$ cat config.mk
export PLATFORM = sky130hd
export DESIGN_NAME = binary_split_radix_sorter
export DESIGN_NICKNAME = d
export VERILOG_FILES = /design/src/rtl/bsrs_pkg.sv /design/src/rtl/binary_split_radix_sorter.sv
export SDC_FILE = /design/constraint.sdc
export NUM_CORES = 2
export LEC_CHECK = 0
export ABC_AREA = 1
export BUFFER_PORTS_ARGS = -buffer_cell sky130_fd_sc_hd__buf_2
export CAP_MARGIN = 40
export CORE_ASPECT_RATIO = 1.25
export CORE_MARGIN = 10
export CORE_UTILIZATION = 30
export CTS_BUF_LIST = sky130_fd_sc_hd__clkbuf_4
export DETAILED_ROUTE_END_ITERATION = 16
export PLACE_DENSITY = 0.53
export SYNTH_ARGS = -nofsm -noshare
export SYNTH_HDL_FRONTEND = slang
export SYNTH_SLANG_ARGS = --single-unit
$ cat constraint.sdc
create_clock -name clk -period 12.55 [get_ports clk]
set_input_delay 0 -clock clk [delete_from_list [all_inputs] [get_ports clk]]
set_output_delay 0 -clock clk [all_outputs]
set_load 0.005 [all_outputs]
$ cat src/rtl/bsrs_pkg.sv
`timescale 1ns / 1ps
// ----------------------------------------------------------------------------
// Binary split radix sorter package
// Sequencer states and fixed constants shared by the sorter RTL.
// ----------------------------------------------------------------------------
package bsrs_pkg;

    // Width of the largest-value configuration register.
    localparam int unsigned CFG_WIDTH = 32;

    // Reset value of the largest-value register: every bit considered.
    localparam logic [CFG_WIDTH-1:0] LARGEST_RESET = {CFG_WIDTH{1'b1}};

    typedef enum logic [2:0] {
        ST_LOAD,
        ST_COUNT,
        ST_SPLIT,
        ST_EMIT_RD,
        ST_EMIT_WAIT,
        ST_EMIT_HOLD
    } state_t;

endpackage

$ cat src/rtl/binary_split_radix_sorter.sv
`timescale 1ns / 1ps
// ----------------------------------------------------------------------------
// Operation: a set of n keys loads at one key per cycle, then sorts in P passes,
// each a counting scan and a split scan, then emits keys one at a time, each held until taken.
// P is the top set bit of largest_value plus one, at least 1, at most KEY_WIDTH.
// Sets are handled one at a time: no key is taken while a set sorts or emits.
// Reset (rst_n low, asynchronous): empty set, largest_value all ones, no output.
// ----------------------------------------------------------------------------
// Binary split radix sorter
// Loads up to CAPACITY unsigned keys, sorts them by a stable LSB-first binary
// radix sort over two ping-pong key buffers, and emits them in ascending order.
// ----------------------------------------------------------------------------
module binary_split_radix_sorter
    import bsrs_pkg::*;
#(
    parameter int unsigned CAPACITY  = 64,
    parameter int unsigned KEY_WIDTH = 32
)
(
    input  logic                 clk,
    input  logic                 rst_n,

    input  logic                 cfg_write_en,
    input  logic [CFG_WIDTH-1:0] cfg_write_data,

    input  logic                 in_valid,
    output logic                 in_stall,
    input  logic [KEY_WIDTH-1:0] key_in,
    input  logic                 final_key,

    output logic                 out_valid,
    input  logic                 out_stall,
    output logic [KEY_WIDTH-1:0] key_out,
    output logic                 final_out
);

    // Address width of the key buffers, width of counts that can hold CAPACITY
    // itself, and width of the pass index (which selects one key bit).
    localparam int unsigned AW = $clog2(CAPACITY);
    localparam int unsigned CW = $clog2(CAPACITY + 1);
    localparam int unsigned PW = (KEY_WIDTH > 1) ? $clog2(KEY_WIDTH) : 1;

    localparam logic [CW-1:0] CAP_COUNT = CW'(CAPACITY);
    localparam logic [PW-1:0] LAST_PASS = PW'(KEY_WIDTH - 1);

    // Ping-pong key buffers. Loads always go to buffer A; each split pass reads
    // the current source buffer and writes the other one.
    logic [KEY_WIDTH-1:0] mem_a [CAPACITY];
    logic [KEY_WIDTH-1:0] mem_b [CAPACITY];

    state_t               state_reg, state_next;
    logic [CFG_WIDTH-1:0] largest_value_reg;
    logic [CW-1:0]        cnt_reg, cnt_next;          // keys stored in this set
    logic [CW-1:0]        idx_reg, idx_next;          // read index into the source
    logic                 rd_vld_reg, rd_vld_next;    // read data belongs to a key
    logic [CW-1:0]        zcnt_reg, zcnt_next;        // keys with a zero bit this pass
    logic [CW-1:0]        zpos_reg, zpos_next;        // next slot for a zero-bit key
    logic [CW-1:0]        opos_reg, opos_next;        // next slot for a one-bit key
    logic [PW-1:0]        pass_reg, pass_next;        // bit examined by this pass
    logic [CFG_WIDTH-1:0] lv_shift_reg, lv_shift_next;// largest_value above this pass
    logic                 sel_reg, sel_next;          // 1 when buffer B is the source
    logic                 out_valid_reg, out_valid_next;
    logic [KEY_WIDTH-1:0] key_out_reg, key_out_next;
    logic                 final_out_reg, final_out_next;
    logic [KEY_WIDTH-1:0] rd_a_reg, rd_b_reg;

    logic                 in_accept;
    logic                 out_take;
    logic                 issue;
    logic                 scan_done;
    logic                 more_passes;
    logic [KEY_WIDTH-1:0] rd_key;
    logic                 cur_bit;
    logic [AW-1:0]        raddr;
    logic                 wr_a, wr_b;
    logic [AW-1:0]        waddr;
    logic [KEY_WIDTH-1:0] wdata;

    assign in_stall  = (state_reg != ST_LOAD);
    assign in_accept = in_valid && !in_stall;
    assign out_take  = out_valid_reg && !out_stall;

    assign out_valid = out_valid_reg;
    assign key_out   = key_out_reg;
    assign final_out = final_out_reg;

    // One buffer read per cycle at the running index. An index equal to the
    // set size only occurs after the last key and its data is never used.
    assign raddr   = idx_reg[AW-1:0];
    assign rd_key  = sel_reg ? rd_b_reg : rd_a_reg;
    assign cur_bit = rd_key[pass_reg];

    assign issue       = (idx_reg != cnt_reg);
    assign scan_done   = (idx_reg == cnt_reg) && rd_vld_reg;
    assign more_passes = (lv_shift_reg != '0) && (pass_reg != LAST_PASS);

    // A split writes the key either behind the zero-bit keys or behind the
    // one-bit keys, which start right after all zero-bit keys.
    always_comb
    begin
        wr_a  = 1'b0;
        wr_b  = 1'b0;
        waddr = cur_bit ? opos_reg[AW-1:0] : zpos_reg[AW-1:0];
        wdata = rd_key;
        if (state_reg == ST_LOAD)
        begin
            wr_a  = in_accept && (cnt_reg < CAP_COUNT);
            waddr = cnt_reg[AW-1:0];
            wdata = key_in;
        end
        else if (state_reg == ST_SPLIT && rd_vld_reg)
        begin
            wr_a = sel_reg;
            wr_b = !sel_reg;
        end
    end

    always_ff @(posedge clk)
    begin
        rd_a_reg <= mem_a[raddr];
        if (wr_a)
        begin
            mem_a[waddr] <= wdata;
        end
    end

    always_ff @(posedge clk)
    begin
        rd_b_reg <= mem_b[raddr];
        if (wr_b)
        begin
            mem_b[waddr] <= wdata;
        end
    end

    // Sequencer next state.
    always_comb
    begin
        state_next = state_reg;
        case (state_reg)
            ST_LOAD:
            begin
                if (in_accept && final_key)
                begin
                    state_next = ST_COUNT;
                end
            end
            ST_COUNT:
            begin
                if (scan_done)
                begin
                    state_next = ST_SPLIT;
                end
            end
            ST_SPLIT:
            begin
                if (scan_done)
                begin
                    state_next = more_passes ? ST_COUNT : ST_EMIT_RD;
                end
            end
            ST_EMIT_RD:
            begin
                state_next = ST_EMIT_WAIT;
            end
            ST_EMIT_WAIT:
            begin
                state_next = ST_EMIT_HOLD;
            end
            ST_EMIT_HOLD:
            begin
                if (out_take)
                begin
                    state_next = final_out_reg ? ST_LOAD : ST_EMIT_RD;
                end
            end
            default:
            begin
                state_next = ST_LOAD;
            end
        endcase
    end

    // Datapath and output next values.
    always_comb
    begin
        cnt_next       = cnt_reg;
        idx_next       = idx_reg;
        rd_vld_next    = rd_vld_reg;
        zcnt_next      = zcnt_reg;
        zpos_next      = zpos_reg;
        opos_next      = opos_reg;
        pass_next      = pass_reg;
        lv_shift_next  = lv_shift_reg;
        sel_next       = sel_reg;
        out_valid_next = out_valid_reg;
        key_out_next   = key_out_reg;
        final_out_next = final_out_reg;

        case (state_reg)
            ST_LOAD:
            begin
                if (in_accept)
                begin
                    // Keys beyond capacity are dropped; the final flag still counts.
                    if (cnt_reg < CAP_COUNT)
                    begin
                        cnt_next = cnt_reg + CW'(1);
                    end
                    if (final_key)
                    begin
                        idx_next      = '0;
                        rd_vld_next   = 1'b0;
                        zcnt_next     = '0;
                        pass_next     = '0;
                        sel_next      = 1'b0;
                        lv_shift_next = largest_value_reg >> 1;
                    end
                end
            end
            ST_COUNT:
            begin
                if (issue)
                begin
                    idx_next = idx_reg + CW'(1);
                end
                rd_vld_next = issue;
                if (rd_vld_reg && !cur_bit)
                begin
                    zcnt_next = zcnt_reg + CW'(1);
                end
                if (scan_done)
                begin
                    idx_next    = '0;
                    rd_vld_next = 1'b0;
                    zpos_next   = '0;
                    opos_next   = zcnt_next;
                end
            end
            ST_SPLIT:
            begin
                if (issue)
                begin
                    idx_next = idx_reg + CW'(1);
                end
                rd_vld_next = issue;
                if (rd_vld_reg)
                begin
                    if (cur_bit)
                    begin
                        opos_next = opos_reg + CW'(1);
                    end
                    else
                    begin
                        zpos_next = zpos_reg + CW'(1);
                    end
                end
                if (scan_done)
                begin
                    idx_next    = '0;
                    rd_vld_next = 1'b0;
                    zcnt_next   = '0;
                    sel_next    = !sel_reg;
                    if (more_passes)
                    begin
                        pass_next     = pass_reg + PW'(1);
                        lv_shift_next = lv_shift_reg >> 1;
                    end
                end
            end
            ST_EMIT_RD:
            begin
                // The read at the running index is under way this cycle.
            end
            ST_EMIT_WAIT:
            begin
                out_valid_next = 1'b1;
                key_out_next   = rd_key;
                final_out_next = ((idx_reg + CW'(1)) == cnt_reg);
            end
            ST_EMIT_HOLD:
            begin
                if (out_take)
                begin
                    out_valid_next = 1'b0;
                    if (final_out_reg)
                    begin
                        cnt_next = '0;
                        idx_next = '0;
                    end
                    else
                    begin
                        idx_next = idx_reg + CW'(1);
                    end
                end
            end
            default:
            begin
                out_valid_next = 1'b0;
            end
        endcase
    end

    always_ff @(posedge clk or negedge rst_n)
    begin
        if (!rst_n)
        begin
            state_reg         <= ST_LOAD;
            largest_value_reg <= LARGEST_RESET;
            cnt_reg           <= '0;
            idx_reg           <= '0;
            rd_vld_reg        <= 1'b0;
            zcnt_reg          <= '0;
            zpos_reg          <= '0;
            opos_reg          <= '0;
            pass_reg          <= '0;
            lv_shift_reg      <= '0;
            sel_reg           <= 1'b0;
            out_valid_reg     <= 1'b0;
            final_out_reg     <= 1'b0;
        end
        else
        begin
            state_reg     <= state_next;
            if (cfg_write_en)
            begin
                largest_value_reg <= cfg_write_data;
            end
            cnt_reg       <= cnt_next;
            idx_reg       <= idx_next;
            rd_vld_reg    <= rd_vld_next;
            zcnt_reg      <= zcnt_next;
            zpos_reg      <= zpos_next;
            opos_reg      <= opos_next;
            pass_reg      <= pass_next;
            lv_shift_reg  <= lv_shift_next;
            sel_reg       <= sel_next;
            out_valid_reg <= out_valid_next;
            final_out_reg <= final_out_next;
        end
    end

    always_ff @(posedge clk)
    begin
        key_out_reg <= key_out_next;
    end

    // Zero-bit keys never spill into the region reserved for one-bit keys.
    assert property (@(posedge clk) disable iff (!rst_n)
        (state_reg == ST_SPLIT) |-> (zpos_reg <= zcnt_reg) && (opos_reg <= cnt_reg))
        else $error("split write positions left their regions");

    // A set being sorted or emitted is never empty and never above capacity.
    assert property (@(posedge clk) disable iff (!rst_n)
        (state_reg != ST_LOAD) |-> (cnt_reg != '0) && (cnt_reg <= CAP_COUNT))
        else $error("set size out of range while sorting");

    // After the last sorted key is taken, the block is ready for a new set.
    assert property (@(posedge clk) disable iff (!rst_n)
        (out_take && final_out_reg) |=> !in_stall && (cnt_reg == '0))
        else $error("block did not return to loading after the last key");

    // No result is offered except while the emit sequence holds it.
    assert property (@(posedge clk) disable iff (!rst_n)
        out_valid_reg |-> (state_reg == ST_EMIT_HOLD))
        else $error("result offered outside the emit sequence");

endmodule
**After elaboration in Yosys (flattened, before gate mapping)**

Memories as Yosys holds them, arrays and structs flattened. A register that Yosys moved wholly into a read port is not among the register bits.
Cells that the tools add are included.

- Register bits: 143
- RAM bits: 4,096
- Input bits: 70
- Output and inout port bits: 35
- Word-level logic and storage cells: 141
- Memories kept: 2

Memories:

| name | words | bits a word | read ports | clocked after memory_dff | wr ports | RTL line | RTL |
|---|---|---|---|---|---|---|---|
| mem_a | 64 | 32 | 1 | 1 | 1 | binary_split_radix_sorter.sv:48 | `logic [KEY_WIDTH-1:0] mem_a [CAPACITY];` |
| mem_b | 64 | 32 | 1 | 1 | 1 | binary_split_radix_sorter.sv:49 | `logic [KEY_WIDTH-1:0] mem_b [CAPACITY];` |

- $add $sub $neg: 6
- Magnitude comparators: 2
- Equal/unequal tests: 22
- Multiplexer cells: 61
- Bitwise logic cells: 1
- Reduce and logical (&&, ||, !) cells: 33

Operators with widths:

| kind | count |
|---|---|
| $mux 32 | 6 |
| $mux 7 | 17 |
| $pmux 32 s2 | 1 |
| $pmux 7 s2 | 3 |
| $pmux 7 s3 | 2 |
| $add 7x1->7 const B | 5 |
| $reduce_bool 32->1 | 1 |
| $mux 5 | 4 |
| $ne 2x2->1 const B | 10 |
| $reduce_and 4->1 | 5 |
| $pmux 3 s6 | 1 |
| $reduce_and 5->1 | 3 |
| $eq 7x7->1 | 2 |
| $mux 1 | 14 |
| $mux 3 | 4 |
| $mux 6 | 2 |
| $pmux 5 s2 | 1 |
| $reduce_bool 3->1 | 3 |
| $logic_and 1x1->1 | 8 |
| $reduce_bool 2->1 | 4 |
| $lt 7x7->1 const B | 1 |
| $ne 7x7->1 | 1 |
| $eq 3x2->1 const B | 2 |
| $eq 3x3->1 const B | 2 |
| other kinds (17) | 23 |

**Depth between registers and ports, before layout**

- Depth after elaboration: 8
- Depth in mapped cells: 20
- Depth with buffers taken out: 17

**Least setup slack after synthesis**

Ideal clock, no wire load.

- Path type: register to register
- Start: register sel_reg
- End: memory mem_a[0][6] (data pin)
- Setup time: 1.198 ns
- Data arrival time: 5.799 ns
- Required time: 11.352 ns
- Setup slack: 5.553 ns
- Stages on the path, launching flop included: 6
- Buffers on the path: 2
- Period minus slack after synthesis: 6.997 ns
- Cells stage by stage: dfrtp_1 buf_6 buf_6 nand2_1 o21ai_0 o21ai_0

- Cells in the longest elaborated chain, start to end: 2

RTL lines:

| what | RTL line | RTL |
|---|---|---|
| start: declaration | binary_split_radix_sorter.sv:61 | `logic sel_reg, sel_next;` |
| start signal: assignment | binary_split_radix_sorter.sv:337 | `sel_reg <= sel_next;` |
| $mux 32 | binary_split_radix_sorter.sv:90 | `assign rd_key = sel_reg ? rd_b_reg : rd_a_reg;` |
| $mux 32 | binary_split_radix_sorter.sv:105 | `if (state_reg == ST_LOAD)` |
| net wdata[6] | binary_split_radix_sorter.sv:77 | `logic [KEY_WIDTH-1:0] wdata;` |
| end: declaration | binary_split_radix_sorter.sv:48 |  |

The timed path passes the listed nets, and every way through them passes these cells.

==> results_dict.tcl <==
set metrics [dict create \
    synth.distinct_cells 45 \
    nNetsFinal 13723 \
    hold_start "cfg_write_en" \
    fmax_mhz 184 \
    ys_seq_elements 4298 \
    yosysWarnings 0 \
    path_class "flip-flop to flip-flop" \
    top_regs "mem_a: 2048 flops, mem_b: 2048 flops" \
    grt_pass1_wl_um 770000 \
    clk-insertion-delay-late_ps 1590 \
    dieArea_sq_um 593000 \
    drive_gt1_frac 0.155 \
    fp.dieH_um 858 \
    grt_pass1_vias 109620 \
    grt_use_total 0.174 \
    setup_viol 0 \
    cap_violations 0 \
    routed_wl_um 541000 \
    worstPathArrival_ps 6820 \
    netlist_area_sq_um 169000 \
    fin_util 0.346 \
    skew_ps 177 \
    final_cell_mix "edfxtp_1, nor2_1, o21ai_0" \
    synth_ff_type "edfxtp_1" \
    cts.clk_slew.worst_paths_ps 80 \
    peakVddDrop_mv 0.368 \
    overflow 0 \
    cts_buffer_depth 4 \
    synth.net_count 13077 \
    clock-sinks 4298 \
    crit_required_ps 13930 \
    portBuffers 103 \
    fin_crit_ps 5440 \
    leakagePower_uw 0.0622 \
    power_density_nw_per_um2 236 \
    cts_tree "done" \
    io_pins 105 \
    gp_congestion 0.834 \
    core_area_sq_um 560000 \
    path_cells "buf_12 -> buf_4 -> buf_4 -> buf_4 -> o21ai_0 -> o22ai_1 -> nor2_1 -> o32ai_1 -> nor2_1 -> o22ai_1" \
    cpMostUsedCell "buf_4" \
    cts.repair.resized 0 \
    clock-root-buffer "clkbuf_4" \
    cp_max_fo 151 \
    tightestPinTransition_ps 1050 \
    via_per_inst 5.20 \
    antenna_left 0 \
    status "finished, final reports clean" \
    grt_max_degree 197 \
    synth-seq-area-share 0.759 \
    power_uw 45700 \
    drt-pass1-iter-count 8 \
    synth_cells 13000 \
    vias 113850 \
    cts_buffers 960 \
    drc 0 \
    rsz0062_at_grt "no" \
    dp_hpwl_um 278000 \
    synthArstFlopShare 0.0247 \
    slowest_delay_ps 770 \
    worstReg2RegStart "idx_reg[0]$_DFFE_PN0P_" \
    period_share 0.434 \
    htree_levels 6 \
    critPathSlowestCell "o32ai_1" \
    antenna_found_initial 43 \
    drtIter0Drc 11808 \
    crit_path_start_kind "flip-flop" \
    relSlewSlack 0.298 \
    hold_violations 0 \
    start_util 0.301 \
    syn_avg_cell_area_sq_um 13.0 \
    hold_slack_ps 223 \
    drv_slew 0 \
    routedWlPerCell_um 24.7 \
    cp-end-kind "flip-flop" \
    setup-tns-final_ps 0 \
    synth-edff-count 4128 \
    rows 307 \
    final_common_cell "edfxtp_1" \
    crit_path_start "idx_reg[0]$_DFFE_PN0P_" \
    die_w_um 691 \
    syn2layout_area_growth_pct 14.7 \
    hp-class "input port to flip-flop" \
]
==> area by class of cell <==
class	instances	area, sq um
timing repair buffer	635	5520
fill	55011	366000
tap	7416	9280
sequential	4298	128000
inverter	122	504
antenna	20	50.0
clock buffer	1433	10800
clock inverter	322	1560
multi-input combinational	7629	37800
==> cells in the mapped netlist, types with 13 or more instances <==
cell type | count | area [sq um]
o21ai_0 | 2719 | 13600
inv_1 | 114 | 428
nand3_1 | 81 | 405
dfxtp_1 | 64 | 1280
nor2_2 | 13 | 81.3
buf_2 | 131 | 656
dfrtp_1 | 75 | 1880
dfstp_2 | 31 | 815
nor2_1 | 2887 | 10800
a21oi_1 | 21 | 105
a31oi_1 | 30 | 188
nand2_1 | 413 | 1550
clkbuf_1 | 772 | 2900
o22ai_1 | 1282 | 8020
xor2_1 | 20 | 175
edfxtp_1 | 4128 | 124000
o32ai_1 | 46 | 403
buf_1 | 34 | 128
mux2_2 | 31 | 349
==> routing by layer <==
metal / track usage / routed length [um]
met5: 0 / 118
met4: 0.0695 / 20600
met3: 0.0303 / 43200
met2: 0.291 / 257000
met1: 0.225 / 221000
==> path summary, 6_finish.rpt <==
check                                                    end  slack (ps)  cells past startpoint
hold reg to reg                  lv_shift_reg[0]$_DFFE_PN0P_         510                      2
hold / removal             largest_value_reg[29]$_DFFE_PN1P_         220                      4
setup reg to reg                        rd_a_reg[11]$_DFF_P_        7110                     10
setup / recovery                        rd_a_reg[11]$_DFF_P_        7110                     10
max in group asynchronous            zpos_reg[4]$_DFFE_PN0P_       10700                      7
min in group asynchronous       lv_shift_reg[14]$_DFFE_PN0P_         720                      6
==> critical path: cells and delay by family (launching register included) <==
| family | cells | cell delay, ps |
|---|---|---|
| AOI/OAI and AO/OA | 4 | 1620 |
| DFF | 1 | 740 |
| and+or+nand+nor | 2 | 250 |
| buffers and inverters | 4 | 2450 |
==> per-stage QoR <==
stage / cell area, sq um / setup slack (ps) / std cells
after CTS: 193000 / 7270 / 21852
after detailed placement: 179000 / 7260 / 19929
after global placement: 179000 / 7220 / 19888
final: 193000 / 7110 / 21875
after floorplan: 169000 / 5550 / 13000
after global routing: 193000 / 6980 / 21862
==> power by group <==
part | internal, uW | switching (uW)
registers | 20600 | 439
logic | 2640 | 11100
clock network | 5410 | 5470
total | 28700 | 17000
==> repair_timing <==
item | CTS | global route
hold endpoints to repair | 3959 | 0
hold buffers | 168 | 0
setup endpoints to repair | 0 | 0
setup buffers | 0 | 0
==> logic make-up after synthesis <==
| logic type | synth area share |
|---|---|
| AOI/OAI and AO/OA | 0.134 |
| and+or+nand+nor | 0.0783 |
| muxes | 0.00207 |
| xor gates and xnor gates | 0.00130 |
| DFF | 0.759 |
| adders and majority gates | 0.000519 |
| buffers and inverters | 0.0254 |
No activity file was read; power rests on OpenSTA's default activity.
